### src/rtl/acctilt_map.sv
// Axis map pipeline: raw ADC sample to -90..90 through a pipelined restoring divider.
module acctilt_map #(
    parameter int ADC_BITS = 10
) (
    input  logic                i_clk,
    input  logic                i_en,
    input  logic [ADC_BITS-1:0] i_v,
    input  logic [ADC_BITS-1:0] i_lo,
    input  logic [ADC_BITS-1:0] i_hi,
    output logic signed [7:0]   o_a
);
    localparam int DW = ADC_BITS + 2;
    localparam int NW = DW + 8;
    localparam int QS = NW;

    logic signed [DW-1:0] w_a, w_b, w_d;
    logic signed [NW:0]   w_num;
    logic                 w_eq;

    always_comb begin
        w_a = (i_lo > i_hi) ? DW'(i_lo) + DW'(1) : DW'(i_lo);
        w_b = (i_hi > i_lo) ? DW'(i_hi) + DW'(1) : DW'(i_hi);
        w_d = w_b - w_a;
        w_eq = (w_a == w_b);
        w_num = (NW+1)'(signed'(DW'(i_v)) - w_a) * (NW+1)'(181);
    end

    // stage 1: signed numerator and divisor
    logic signed [NW:0]   r_num;
    logic signed [DW-1:0] r_den;
    logic                 r_eq;
    always_ff @(posedge i_clk) begin
        if (i_en) begin
            r_num <= w_num;
            r_den <= w_d;
            r_eq  <= w_eq;
        end
    end

    // restoring divider on magnitudes, one quotient bit per stage;
    // slot 0 holds the magnitudes and the sign of the quotient
    logic [NW-1:0] r_rem [QS+1];
    logic [NW-1:0] r_quo [QS+1];
    logic [DW-1:0] r_dv  [QS+1];
    logic          r_ng  [QS+1];
    logic          r_eqs [QS+1];
    always_ff @(posedge i_clk) begin
        if (i_en) begin
            r_rem[0] <= '0;
            r_quo[0] <= r_num[NW] ? NW'(-r_num) : NW'(r_num);
            r_dv[0]  <= r_den[DW-1] ? DW'(-r_den) : DW'(r_den);
            r_ng[0]  <= r_num[NW] ^ r_den[DW-1];
            r_eqs[0] <= r_eq;
        end
    end
    for (genvar k = 0; k < QS; k++) begin : g_div
        logic [NW:0] w_t;
        assign w_t = {r_rem[k], r_quo[k][NW-1]};
        always_ff @(posedge i_clk) begin
            if (i_en) begin
                if (w_t >= (NW+1)'(r_dv[k])) begin
                    r_rem[k+1] <= NW'(w_t - (NW+1)'(r_dv[k]));
                    r_quo[k+1] <= {r_quo[k][NW-2:0], 1'b1};
                end else begin
                    r_rem[k+1] <= NW'(w_t);
                    r_quo[k+1] <= {r_quo[k][NW-2:0], 1'b0};
                end
                r_dv[k+1]  <= r_dv[k];
                r_ng[k+1]  <= r_ng[k];
                r_eqs[k+1] <= r_eqs[k];
            end
        end
    end

    // final: zero when the bounds are equal, else sign, offset, clamp
    logic signed [NW+1:0] w_m;
    always_ff @(posedge i_clk) begin
        if (i_en) begin
            if (r_eqs[QS]) o_a <= 8'sd0;
            else if (w_m < -(NW+2)'(90)) o_a <= -8'sd90;
            else if (w_m > (NW+2)'(90)) o_a <= 8'sd90;
            else o_a <= 8'(w_m);
        end
    end
    assign w_m = (r_ng[QS] ? -signed'((NW+2)'(r_quo[QS])) : signed'((NW+2)'(r_quo[QS])))
                 - (NW+2)'(90);
endmodule

### config.mk
export PLATFORM = sky130hd
export DESIGN_NAME = acctilt_map
export DESIGN_NICKNAME = d
export VERILOG_FILES = /design/src/rtl/acctilt_map.sv
export SDC_FILE = /design/constraint.sdc
export NUM_CORES = 2
export LEC_CHECK = 0
export BUFFER_PORTS_ARGS = -buffer_cell sky130_fd_sc_hd__buf_2
export CORE_MARGIN = 2
export CORE_UTILIZATION = 30
export DETAILED_ROUTE_END_ITERATION = 16
export SKIP_LAST_GASP = 1
export SLEW_MARGIN = 0
export SYNTH_ARGS = -nofsm -noshare
export SYNTH_HDL_FRONTEND = slang
export SYNTH_SLANG_ARGS = --single-unit
### constraint.sdc
create_clock -name i_clk -period 12 [get_ports i_clk]
set_input_delay 1.2 -clock i_clk [delete_from_list [all_inputs] [get_ports i_clk]]
set_output_delay 1.2 -clock i_clk [all_outputs]
set_load 0.005 [all_outputs]
# Word level (Yosys, flattened, before mapping)
# Memory sizes are Yosys's and may differ from the RTL's.
# Cells that the tools add are included.
# classes
add_sub_neg	28
multipliers	1
n_lt_le_gt_ge	24
eq_ne	1
mux	169
bitwise_logic	41
n_reduce_logical	2
# ops
op	n
$mux 20	41
$ge 21x12->1	20
$sub 20x12->20	20
$mux 1	122
$or 1x1->1	40
$add 10x1->11 const B	2
$gt 22x8->1 const B	1
$lt 22x8->1 const B	1
$mux 11	2
$mux 22	1
$neg 20->22	1
$sub 22x8->22 const B	1
$mul 12x9->21 const B	1
$gt 10x10->1	2
$neg 20->20	1
$mux 8	2
$mux 12	1
$neg 12->12	1
$sub 10x11->12	1
$sub 11x11->12	1
$eq 11x11->1	1
$reduce_or 3->1	1
$reduce_or 2->1	1
$xor 1x1->1	1
# totals
regBits	42
ram_bits	1134
output_inout_bits	8
wordCells	277
mem_count	5
# mem_list
memory	depth	word_bits	rd	rd_clocked_by_memory_dff	write_ports	line_no	rtl
r_quo	21	20	21	0	21	43	logic [NW-1:0] r_quo [QS+1];
r_rem	21	20	20	0	21	42	logic [NW-1:0] r_rem [QS+1];
r_dv	21	12	20	0	21	44	logic [DW-1:0] r_dv [QS+1];
r_eqs	21	1	21	0	21	46	logic r_eqs [QS+1];
r_ng	21	1	21	0	21	45	logic r_ng [QS+1];

# Logic depth before layout (Yosys ltp)
# An unclocked memory read counts as a cell.
# logic_depth
word_depth	7
depth_mapped	36

# Worst setup path after synthesis
# OpenSTA, ideal clock, no wires.
# synth_timing
path_type	input-to-reg
start	input port i_lo[9]
end	register r_num[19], data pin
setup_ns	0.261
t_arrival_ns	8.217
required_time_ns	11.739
path_slack_ns	3.522
stages	35
n_path_buf	0
path_cell_list	inv_1 -> ha_1 -> nand4_1 -> a211o_1 -> nand3_1 -> xnor2_1 -> ha_1 -> inv_1 -> ha_1 -> inv_1 -> o31a_1 -> maj3_1 -> a221oi_1 -> a311o_1 -> maj3_1 -> a21oi_1 -> xor2_2 -> inv_1 -> ha_1 -> fa_1 -> inv_1 -> fa_1 -> fa_1 -> inv_1 -> ha_1 -> o21ai_0 -> a21boi_0 -> o21ai_0 -> a21boi_0 -> o21ai_0 -> a21boi_0 -> o21ai_0 -> a211oi_1 -> o21bai_1 -> xnor2_1
# synth_via
elab_chain_len	4
elab_cells_between_ends	5
cone_classes	add/sub: 2; mul: 1; order compare: 1; mux: 1
# synth_lines
item	line_no	rtl
start, declared	8	input logic [ADC_BITS-1:0] i_lo,
$add 10x1->11 or $gt 10x10->1 (tied branches)	21	w_a = (i_lo > i_hi) ? DW'(i_lo) + DW'(1) : DW'(i_lo);
$mux 11 *	21	
$sub 10x11->12 *	25	w_num = (NW+1)'(signed'(DW'(i_v)) - w_a) * (NW+1)'(181);
$mul 12x9->21 *	25	
net w_num[19]	17	logic signed [NW:0] w_num;
end signal, assigned	34	r_num <= w_num;
end, declared	29	logic signed [NW:0] r_num;
# Mark *: on every way through the listed nets, which the timed path passes. The rest lies on a longest branch.
# A chain may end at the register's enable or synchronous reset.

# Final worst setup path
# layout_timing
start	input port i_lo[2]
end	register r_num[19], data pin
# The elaborated chain is that of the path after synthesis.

==> results.ini <==
[outcome]
status=finished, final reports clean

[floorplanning]
dieArea_mm2=0.1894
chipHeight_um=435.2
die_w_um=435.2
rows=158
initial_utilization_pct=30.15
core_mm2=0.1850
io_pins=40

[detailed_routing]
wl_um=95180
drtIter0Drc=1737
antenna_left=0
wl_per_cell_um=13.24
drtPass1Iterations=5
vias=32631
viasPerCell=4.540
drc=0

[worst_setup_path]
critPathKind=in -> reg
crit_arrival_ns=9.41
crit_required_ns=12.45
slowest_delay_ns=0.54
end_kind=register
crit_path_frequent_cell=inv_1
cpMaxStageDelayCell=fa_1
critPathMaxFanout=6
cp-start-kind=input port

[global_routing]
grt_pass1_vias=33157
track_usage_pct=9.954
grt_pass1_wl_um=158900
met3_usage_pct=1.750
grt-busiest-layer=met2
grtUsageMet1_pct=10.83
met2_usage_pct=18.72
grt_max_degree=163
antenna_found_initial=3
grt_overflow=0

[timing]
maxSlewHeadroom_pct=17.53
worst_pin_slew_ns=1.230
finalSetupTns_ns=0
max_freq_mhz=111.6
fin_crit_sh_pct=74.67
timing.final.hold_violations=0
setup_viol=0
post-route-min-period_ns=8.960
rsz0062_at_grt=false
slew_violations=0
skew_ns=0.02074

[synth]
synth_area_mm2=0.05578
ys.warnings.count=0
synth_cell_types=88
synth_top_family_by_area=simple AND/OR/NAND/NOR gates
ys.flop_type=edfxtp_1
ys_seq_area_share_pct=60.49
yosys-top-cells-area=edfxtp_1 60%, ha_1 7.0%, xnor2_1 3.9%
synth-edff-count=1123
synth_xor_area_share_pct=6.103
synth.top_cells.by_count=1123 x edfxtp_1, 520 x inv_1, 323 x nor2_1
synth_cells=4530
yosys.area_share.simple_pct=11.47
synthMuxAreaShare_pct=0.6863
synth_area_leader_cell=edfxtp_1
yosys.area.top_type_share_pct=60.45
synthArstFlopShare_pct=0
yosys.area_share.adder_pct=8.765
synth_compound_area_share_pct=8.384
synth-seq-cells=1124
synth_area_per_cell_um2=12.31
synth_nets=4919
yosysMostFrequentCell=edfxtp_1

[placement]
place.gp.congestion=0.8609
placement.io_buffers=39
placed_area_mm2=0.05896
dp_hpwl_um=68330

[clocking]
cts_buffers=110
cts_max_path_buffers=3
holdBufCountCts=0
ctsResizeCount=0
numClockSinks=1124
post_cts_buffers=0
cts_tree=done
clkLatencyLatePin_ns=0.71
clk_pin_slew_ns=0.06
cts_root_buf=clkbuf_16
htreeDepth=3

[layout]
n_fill_cell=18140
fin_area_mm2=0.06268
fin_util_pct=33.87
nets=5002
syn_to_final_growth_pct=12.36
diodes=0
drive_above_1_share_pct=6.351

[pwr]
power.density_mw_per_mm2=215.0
leakagePower_nw=23.41
power_mw=13.47
vdd_drop_max_mv=0.1492

[run]
cap_viol_max_count=0

[min_path]
hp-class=reg -> reg

## final cells by class
class                   count  area [µm²]  share of cell area, %
clock inverters            81       864.6                  1.379
repair buffers             59       392.9                 0.6268
flip-flops and latches   1124       33740                  53.83
well taps                2480        3103                  4.951
multi-input cells        2797       19770                  31.54
inverters                 521        1956                  3.120
clock buffers             126        2855                  4.555
## cells in the final DEF, fill, tap and decap left out, types with 14 or more instances in the layout
cell,n
a211oi_1,16
a21boi_0,47
a21o_1,50
a21oi_1,253
a31oi_1,15
and2_1,36
and3_1,22
buf_2,38
buf_4,17
bufinv_16,16
clkbuf_1,14
clkbuf_16,112
clkinv_1,28
clkinv_2,22
edfxtp_1,1123
fa_1,47
ha_1,310
inv_1,520
mux2_2,26
nand2_1,244
nand2b_1,69
nand3_1,110
nand3b_1,17
nand4_1,58
nand4b_1,22
nor2_1,323
nor2b_1,56
nor3_1,87
nor4_1,58
o21a_1,23
o21ai_0,214
o31ai_1,35
or2_2,25
or3_1,50
or4_1,25
xnor2_1,247
xor2_1,138
## cells by family after synthesis
family	after synthesis
simple gates	1250
flops	1124
compound gates	761
buf+inv	609
xor+xnor	387
fa+ha+maj	364
mux	35
## through the flow
step | std cells | hold WS (ns) | setup WS [ns]
after floorplan | 4530 | 0.4003 | 3.522
after global placement | 6981 | 0.4011 | 2.345
after detailed placement | 6981 | 0.4045 | 2.275
after CTS | 7188 | 0.4016 | 3.036
after global routing | 7188 | 0.4158 | 2.167
final | 7188 | 0.4059 | 3.040
## power by group
| part | internal [mW] | switching (mW) |
|---|---|---|
| sequential | 5.40 | 0.423 |
| clock | 2.06 | 1.47 |
| combinational | 1.86 | 2.27 |
## sequential cells by signal, summed over array words and instances, names as in the netlist
name   cells
r_ng      21
r_eq       1
r_dv     240
r_rem    380
r_eqs     21
r_num     21
r_den     12
o_a        8
r_quo    420
## metal layers
| metal | vias to the layer above | routed length [µm] |
|---|---|---|
| met1 | 15444 | 38990 |
| met5 | - | 27 |
| met2 | 405 | 49650 |
| li1 | 16547 | - |
| met4 | 4 | 3797 |
| met3 | 231 | 2715 |
## final timing paths
kind                          startpoint                     end  slack (ns)  cells past startpoint
setup reg to reg    r_ng[5][0]$_DFFE_PP_    o_a[1]$_SDFFCE_PP0P_        7.63                     11
hold / removal    r_quo[3][35]$_DFFE_PP_  r_quo[3][56]$_DFFE_PP_        0.41                      0
setup / recovery                 i_lo[2]     r_num[19]$_DFFE_PP_        3.04                     36
hold reg to reg   r_quo[3][35]$_DFFE_PP_  r_quo[3][56]$_DFFE_PP_        0.41                      0
## critical path: cells and delay by family
| kind | cells | cell delay (ns) |
|---|---|---|
| and+or+nand+nor | 1 | 0.23 |
| adders and majority gates | 10 | 3.40 |
| xor gates and xnor gates | 3 | 0.77 |
| AOI/OAI and AO/OA | 15 | 3.27 |
| buffers and inverters | 7 | 0.53 |
(Power assumes the default switching activity.)
