## config.mk

```make
export PLATFORM = sky130hd
export DESIGN_NAME = acctilt_cordic
export DESIGN_NICKNAME = d
export VERILOG_FILES = /design/src/rtl/acctilt_pkg.sv /design/src/rtl/acctilt_cordic.sv
export SDC_FILE = /design/constraint.sdc
export NUM_CORES = 2
export LEC_CHECK = 0
export ABC_CLOCK_PERIOD_IN_PS = 7600
export BUFFER_PORTS_ARGS = -buffer_cell sky130_fd_sc_hd__buf_2
export CORE_UTILIZATION = 60
export DETAILED_ROUTE_END_ITERATION = 8
export GPL_ROUTABILITY_DRIVEN = 0
export PLACE_DENSITY = 0.75
export REMOVE_ABC_BUFFERS = 1
export SKIP_CTS_REPAIR_TIMING = 1
export SLEW_MARGIN = 40
export SYNTH_ARGS = -nofsm -noshare
export SYNTH_HDL_FRONTEND = slang
export SYNTH_SLANG_ARGS = --single-unit
```

## constraint.sdc

```tcl
create_clock -name i_clk -period 7.6 [get_ports i_clk]
set_input_delay 0.76 -clock i_clk [delete_from_list [all_inputs] [get_ports i_clk]]
set_output_delay 0.76 -clock i_clk [all_outputs]
set_load 0.005 [all_outputs]
```

## src/rtl/acctilt_pkg.sv

```systemverilog
// Package: shared constants and CORDIC arctangent table for the tilt block.
package acctilt_pkg;
    localparam int FRAC_BITS = 16;
    localparam int TABLE_LEN = 24;
    localparam int ACC_W     = 28;
    localparam int REG_CAL_LOW  = 0;
    localparam int REG_CAL_HIGH = 1;

    // Arctangent of 2^-i in degrees, 16 fractional bits, rounded.
    function automatic logic signed [ACC_W-1:0] atan_deg(input int i);
        logic signed [ACC_W-1:0] v;
        begin
            case (i)
                0: v = 28'sd2949120;  1: v = 28'sd1740967;  2: v = 28'sd919879;
                3: v = 28'sd466945;   4: v = 28'sd234379;   5: v = 28'sd117304;
                6: v = 28'sd58666;    7: v = 28'sd29335;    8: v = 28'sd14668;
                9: v = 28'sd7334;    10: v = 28'sd3667;    11: v = 28'sd1833;
                12: v = 28'sd917;    13: v = 28'sd458;     14: v = 28'sd229;
                15: v = 28'sd115;    16: v = 28'sd57;      17: v = 28'sd29;
                18: v = 28'sd14;     19: v = 28'sd7;       20: v = 28'sd4;
                21: v = 28'sd2;      22: v = 28'sd1;
                default: v = 28'sd0;
            endcase
            return v;
        end
    endfunction
endpackage

```

## src/rtl/acctilt_cordic.sv

```systemverilog
// Pipelined CORDIC vectoring unit with fold and clamp of the angle.
module acctilt_cordic #(
    parameter int CORDIC_STEPS = 16
) (
    input  logic              i_clk,
    input  logic              i_en,
    input  logic signed [7:0] i_y,
    input  logic signed [7:0] i_x,
    output logic signed [7:0] o_tilt
);
    localparam int NS = (CORDIC_STEPS > acctilt_pkg::TABLE_LEN) ?
                        acctilt_pkg::TABLE_LEN : CORDIC_STEPS;
    localparam int AW = acctilt_pkg::ACC_W;
    localparam int VW = 27;

    logic signed [VW-1:0] r_cx [NS+1];
    logic signed [VW-1:0] r_cy [NS+1];
    logic signed [AW-1:0] r_ac [NS+1];
    logic                 r_sp [NS+1];
    logic signed [AW-1:0] w_sac;

    // stage 0: axis special cases and left-half-plane negation
    always_comb begin
        if (i_y == 0) w_sac = (i_x < 0) ? AW'(180*65536) : '0;
        else if (i_x == 0) w_sac = (i_y > 0) ? AW'(90*65536) : -AW'(90*65536);
        else if (i_x < 0) w_sac = (i_y >= 0) ? AW'(180*65536) : -AW'(180*65536);
        else w_sac = '0;
    end
    always_ff @(posedge i_clk) begin
        if (i_en) begin
            r_sp[0] <= (i_y == 0) || (i_x == 0);
            r_ac[0] <= w_sac;
            if (i_x < 0) begin
                r_cx[0] <= -(VW'(i_x) <<< 16);
                r_cy[0] <= -(VW'(i_y) <<< 16);
            end else begin
                r_cx[0] <= VW'(i_x) <<< 16;
                r_cy[0] <= VW'(i_y) <<< 16;
            end
        end
    end

    // one micro-rotation per stage
    for (genvar i = 0; i < NS; i++) begin : g_rot
        always_ff @(posedge i_clk) begin
            if (i_en) begin
                r_sp[i+1] <= r_sp[i];
                if (r_sp[i]) begin
                    r_cx[i+1] <= r_cx[i];
                    r_cy[i+1] <= r_cy[i];
                    r_ac[i+1] <= r_ac[i];
                end else if (r_cy[i] >= 0) begin
                    r_cx[i+1] <= r_cx[i] + (r_cy[i] >>> i);
                    r_cy[i+1] <= r_cy[i] - (r_cx[i] >>> i);
                    r_ac[i+1] <= r_ac[i] + acctilt_pkg::atan_deg(i);
                end else begin
                    r_cx[i+1] <= r_cx[i] - (r_cy[i] >>> i);
                    r_cy[i+1] <= r_cy[i] + (r_cx[i] >>> i);
                    r_ac[i+1] <= r_ac[i] - acctilt_pkg::atan_deg(i);
                end
            end
        end
    end

    // offset by 180 and truncate toward zero
    logic signed [AW-1:0] w_t;
    logic signed [AW-1:0] w_n;
    logic signed [AW-1:0] r_n;
    always_comb begin
        w_t = r_ac[NS] + AW'(180*65536);
        w_n = (w_t >= 0) ? (w_t >>> acctilt_pkg::FRAC_BITS)
                         : -((-w_t) >>> acctilt_pkg::FRAC_BITS);
    end
    always_ff @(posedge i_clk) begin
        if (i_en) r_n <= w_n;
    end

    // fold about level and clamp
    logic signed [AW-1:0] w_r;
    always_comb begin
        if (r_n <= AW'(180)) w_r = -r_n;
        else begin
            w_r = AW'(361) - r_n;
            if (w_r < 0) w_r = '0;
            if (w_r > AW'(179)) w_r = AW'(179);
        end
        if (w_r < -AW'(90)) w_r = -AW'(90);
        if (w_r > AW'(90)) w_r = AW'(90);
    end
    always_ff @(posedge i_clk) begin
        if (i_en) o_tilt <= 8'(w_r);
    end
endmodule

```

After elaboration in Yosys (flattened, before gate mapping)
Memories as Yosys holds them, arrays and structs flattened.
Index checks and enable logic that the tools add are counted.
- add/sub/neg operators: 102
- magnitude comparators: 25
- multiplexer cells: 294
- bitwise operators: 98
- reductions and logical operators: 3
- operators with widths (kind ; count):
    two-way mux 27 bit ; 66
    two-way mux 28 bit ; 43
    greater-or-equal comparator 27 x 1 -> 1 bit, second input constant ; 16
    two-way mux 1 bit ; 184
    bitwise OR 1 bit ; 98
    logical NOT 32 bit ; 2
    negator 28 bit ; 2
    adder 27 x 12 -> 27 bit ; 2
    adder 27 x 13 -> 27 bit ; 2
    adder 27 x 14 -> 27 bit ; 2
    adder 27 x 15 -> 27 bit ; 2
    adder 27 x 16 -> 27 bit ; 2
    adder 27 x 17 -> 27 bit ; 2
    adder 27 x 18 -> 27 bit ; 2
    adder 27 x 19 -> 27 bit ; 2
    adder 27 x 20 -> 27 bit ; 2
    adder 27 x 21 -> 27 bit ; 2
    adder 27 x 22 -> 27 bit ; 2
    adder 27 x 23 -> 27 bit ; 2
    adder 27 x 24 -> 27 bit ; 2
    adder 27 x 25 -> 27 bit ; 2
    adder 27 x 26 -> 27 bit ; 2
    negator 24 -> 27 bit ; 2
    subtractor 27 x 12 -> 27 bit ; 2
    62 further kinds ; 77
- bits in registers: 36
- RAM bits: 1411
- bits of input ports: 18
- memories kept: 4
- memories (memory ; depth ; bits a word ; rd ports ; clocked after Yosys merged registers in ; write ports ; RTL line ; text):
    r_ac ; 17 ; 28 ; 17 ; 0 ; 17 ; acctilt_cordic.sv:18 ; logic signed [AW-1:0] r_ac [NS+1];
    r_cx ; 17 ; 27 ; 16 ; 0 ; 17 ; acctilt_cordic.sv:16 ; logic signed [VW-1:0] r_cx [NS+1];
    r_cy ; 17 ; 27 ; 16 ; 0 ; 17 ; acctilt_cordic.sv:17 ; logic signed [VW-1:0] r_cy [NS+1];
    r_sp ; 17 ; 1 ; 16 ; 0 ; 17 ; acctilt_cordic.sv:19 ; logic r_sp [NS+1];

Longest topological paths before layout
- depth after elaboration: 10
- mapped depth: 22
- mapped depth without buffers: 21

Worst setup path before layout
OpenSTA, ideal clock, no wires.
- path type: flip-flop to flip-flop
- from: register r_n[9]
- to: register o_tilt[2] (data pin)
- setup time: 262 ps
- arrival: 4753 ps
- data required time: 7338 ps
- path slack: 2585 ps
- cell stages (with the launch flop): 22
- period minus slack after synthesis: 5015 ps
- path through: edfxtp_1 > buf_6 > or4_4 > or3_1 > buf_2 > or4_4 > a2111oi_4 > and2_0 > clkbuf_1 > a211oi_1 > a21oi_1 > o21a_1 > a21oi_1 > o21ai_0 > ha_1 > inv_1 > nand3_1 > o31ai_1 > o2111ai_1 > o211ai_1 > o31ai_2 > a21boi_1
- cells in the longest elaborated chain, start to end: 10
- RTL lines (element ; RTL line ; text):
    start, declared ; acctilt_cordic.sv:68 ; logic signed [AW-1:0] r_n;
    start signal, assigned ; acctilt_cordic.sv:75 ; if (i_en) r_n <= w_n;
    subtractor 10 x 28 -> 28 bit ; acctilt_cordic.sv:83 ; w_r = AW'(361) - r_n;
    less-than comparator 28 x 1 -> 1 bit ; acctilt_cordic.sv:84 ; if (w_r < 0) w_r = '0;
    two-way mux 28 bit ; acctilt_cordic.sv:84 ;
    two-way mux 28 bit ; acctilt_cordic.sv:81 ; if (r_n <= AW'(180)) w_r = -r_n;
    greater-than comparator 28 x 9 -> 1 bit ; acctilt_cordic.sv:85 ; if (w_r > AW'(179)) w_r = AW'(179);
    two-way mux 28 bit ; acctilt_cordic.sv:85 ;
    two-way mux 28 bit (*) ; acctilt_cordic.sv:81 ;
    less-than comparator 28 x 8 -> 1 bit ; acctilt_cordic.sv:87 ; if (w_r < -AW'(90)) w_r = -AW'(90);
    two-way mux 28 bit (*) ; acctilt_cordic.sv:87 ;
    greater-than comparator 28 x 8 -> 1 bit ; acctilt_cordic.sv:88 ; if (w_r > AW'(90)) w_r = AW'(90);
    end signal, assigned ; acctilt_cordic.sv:91 ; if (i_en) o_tilt <= 8'(w_r);
    end, declared ; acctilt_cordic.sv:9 ; output logic signed [7:0] o_tilt
Every way passes the cells marked *; elsewhere a longest branch is shown, timed or not. The select of a mux whose other input is x is not followed.
A chain may end at the register's enable or synchronous reset.

Final worst setup path
- from: register r_n[2]
- to: register o_tilt[4] (data pin)
The elaborated chain is that of the path after synthesis.

==> flow_summary.yaml <==
logic_synthesis:
  ys.flop_type: "edfxtp_1"
  synth_cells: 12948
  yosys_register_bits: 1115
  ys_async_sr_fraction_pct: 0
  avgSynthCellArea_um2: 8.39
  synth_warnings: 0
  synth_top_area_share_pct: 30.8
  ys_types: 90
  synth_edf_count: 1115
  synthesis.area_um2: 109000
  yosysTopAreaCell: "edfxtp_1"
  synthTopCellsByArea: "edfxtp_1 (31%), ha_1 (15%), o21ai_0 (5.8%)"
  ys_seq_area_share_pct: 30.8
clock_tree:
  clk_latency_ns: 0.80
  cts_tree: "done"
  cts_buffer_depth: 3
  cts-htree-levels: 4
  cts.sinks: 1115
  cts_buffers: 132
  clk_pin_slew_ns: 0.06
  root_buffer: "clkbuf_16"
setup_path:
  rr_startpoint: "r_n[2]"
  worstPathCellList: "o21ai_0, o21ai_0, a2111oi_0, mux2i_1, a2111oi_4, and2_0, a211oi_1, a21oi_1, o21a_1, a21oi_1, o21ai_0, ha_1, inv_1, nand3_1, o31ai_1, o2111ai_1, o31ai_2, o21ai_0"
  arrival_ns: 6.22
  start_kind: "register"
  cpPeakStageDelay_ns: 0.60
  critical-path-top-delay-family: "compound AO/OA/AOI/OAI gates"
  cpMostUsedCell: "o21ai_0"
  critical_path_class: "reg2reg"
  startpoint: "r_n[2]"
  crit_fanout: 8
  cp_slowest_cell: "a2111oi_4"
  cp.required_ns: 8.13
  cp-end-kind: "register"
  crit_buf_inv: 1
cells_and_area:
  layout_commonest_cell: "ha_1"
  drive_above_1_share_pct: 3.62
  area_delta_synth_final_pct: 5.64
  postLayoutCellArea_um2: 115000
  final_util_pct: 64.1
  layout_common_cells: "ha_1 (1,280), o21ai_0 (1,269), nand2_1 (1,182), edfxtp_1 (1,115), nor2_1 (1,047)"
  final_net_count: 13938
  fill_cells: 14856
job:
  cap_violations: 0
routing:
  routed_via_density: 6.31
  drc: 0
  initialDrtViolationCount: 9531
  wire_per_inst_um: 18.8
  vias: 94942
  wl_mm: 283
  ant_nets: 0
  first_pass_iters: 8
global_route:
  grt_antenna_before_repair: 6
  grt_pass1_vias: 88579
  track_usage_pct: 29.9
  grt_pass1_wl_mm: 454
  grt-ovfl-total: 0
  grt_max_degree: 146
die:
  die_x_um: 428
  start_util_pct: 60.6
  fp.dieH_um: 428
  design.die.area_um2: 183000
  fp.coreArea_um2: 179000
  num_io_pins: 26
  rows: 155
outcome:
  status: "completed"
place:
  numPortBuffers: 25
  place_hpwl_mm: 212
  place_area_um2: 110000
sta:
  max_freq_mhz: 176
  hold_viol: 0
  drv_slew: 0
  tns_ns: 0
  min_period_over_period_pct: 74.9
  setup_viol: 0
  slew-limit-headroom_pct: 42.3
  tightest_slew_ns: 0.843
  rsz0062_at_grt: "false"
  period_minus_slack_ns: 5.69
  worst_clock_skew_ns: 0.0286
power:
  max-vdd-ir-drop_uv: 200
  power_leakage_nw: 47.6
  power.density_nw_per_um2: 256
hold_path:
  hold_class: "in2reg"
  min_from: "i_y[0]"
## cell type report
type | instances | area, µm² | share of cell area [%]
tap | 2355 | 2950 | 2.57
clock buffer | 141 | 3380 | 2.94
inverter | 1055 | 3960 | 3.45
sequential | 1115 | 33500 | 29.2
timing repair buffer | 104 | 818 | 0.713
clock inverter | 95 | 1120 | 0.978
antenna | 1 | 2.50 | 0.00218
multi-input combinational | 10186 | 69100 | 60.2
## where the power goes
part           total (mW)  switching, mW  internal [mW]  leakage [nW]
Combinational        13.5           8.00           5.51          34.5
Sequential           9.19           1.29           7.90          11.0
Clock                6.64           2.79           3.85          2.16
## cells in the mapped netlist, types with 147 or more instances
cell type  number
ha_1         1280
o21ai_0      1269
nand2_1      1182
edfxtp_1     1115
nor2_1       1047
inv_1        1044
a21oi_1      1037
xnor2_1       689
clkbuf_1      526
nor3_1        385
xor2_1        294
nand3_1       207
a21o_1        202
nand2b_1      187
a31oi_1       168
nor2b_1       164
or3_1         161
o31ai_1       157
a211oi_1      147
o21bai_1      147
## worst register-to-register path, delay by kind of cell (launching register included)
kind / cells / cell delay [ns]
flops: 1 / 0.48
simple gates: 2 / 0.50
compound gates: 13 / 3.71
buf+inv: 1 / 0.20
mux: 1 / 0.22
fa+ha+maj: 1 / 0.33
## worst paths after layout
kind	endpoint	slack (ns)	cells after the start
worst min-delay path	r_cy[0][16]	0.20	1
worst max-delay path	o_tilt[4]	1.91	18
worst min register to register	r_ac[10][0]	0.40	0
worst max register to register	o_tilt[4]	1.91	18
## kinds of logic after synthesis
| group | after synthesis | synth area share [%] |
|---|---|---|
| fa+ha+maj | 1326 | 15.6 |
| buf+inv | 1647 | 5.71 |
| mux | 106 | 0.988 |
| xor+xnor | 983 | 7.92 |
| flops | 1115 | 30.8 |
| compound gates | 3926 | 22.4 |
| simple gates | 3845 | 16.6 |
## metal layers
layer  routed length (µm)  vias up  GRT usage, %  part of all wire [%]
met5                   15        -             0                0.0053
met4                11700        2          12.3                   4.1
met3                18200      786          3.62                   6.4
met2               132000     3601          49.8                    47
met1               121000    44726          39.5                    43
li1                     -    45827             -                     -
## state kept, by name (all words and copies together) (netlist names)
register  count
o_tilt        8
r_n          26
r_ac        422
r_cy        329
r_sp         16
r_cx        314
## per-stage QoR
step                      cells  hold slack [ns]  setup WS, ns  power (mW)
final                     15052            0.202          1.91        29.3
after CTS                 15050            0.151          2.06        29.1
after detailed placement  14814            0.405          1.84        22.4
after floorplan           12356            0.400          1.49        19.0
after global placement    14814            0.403          2.08        22.0
after global routing      15051            0.177          1.57        31.2
(Power assumes the default switching activity.)
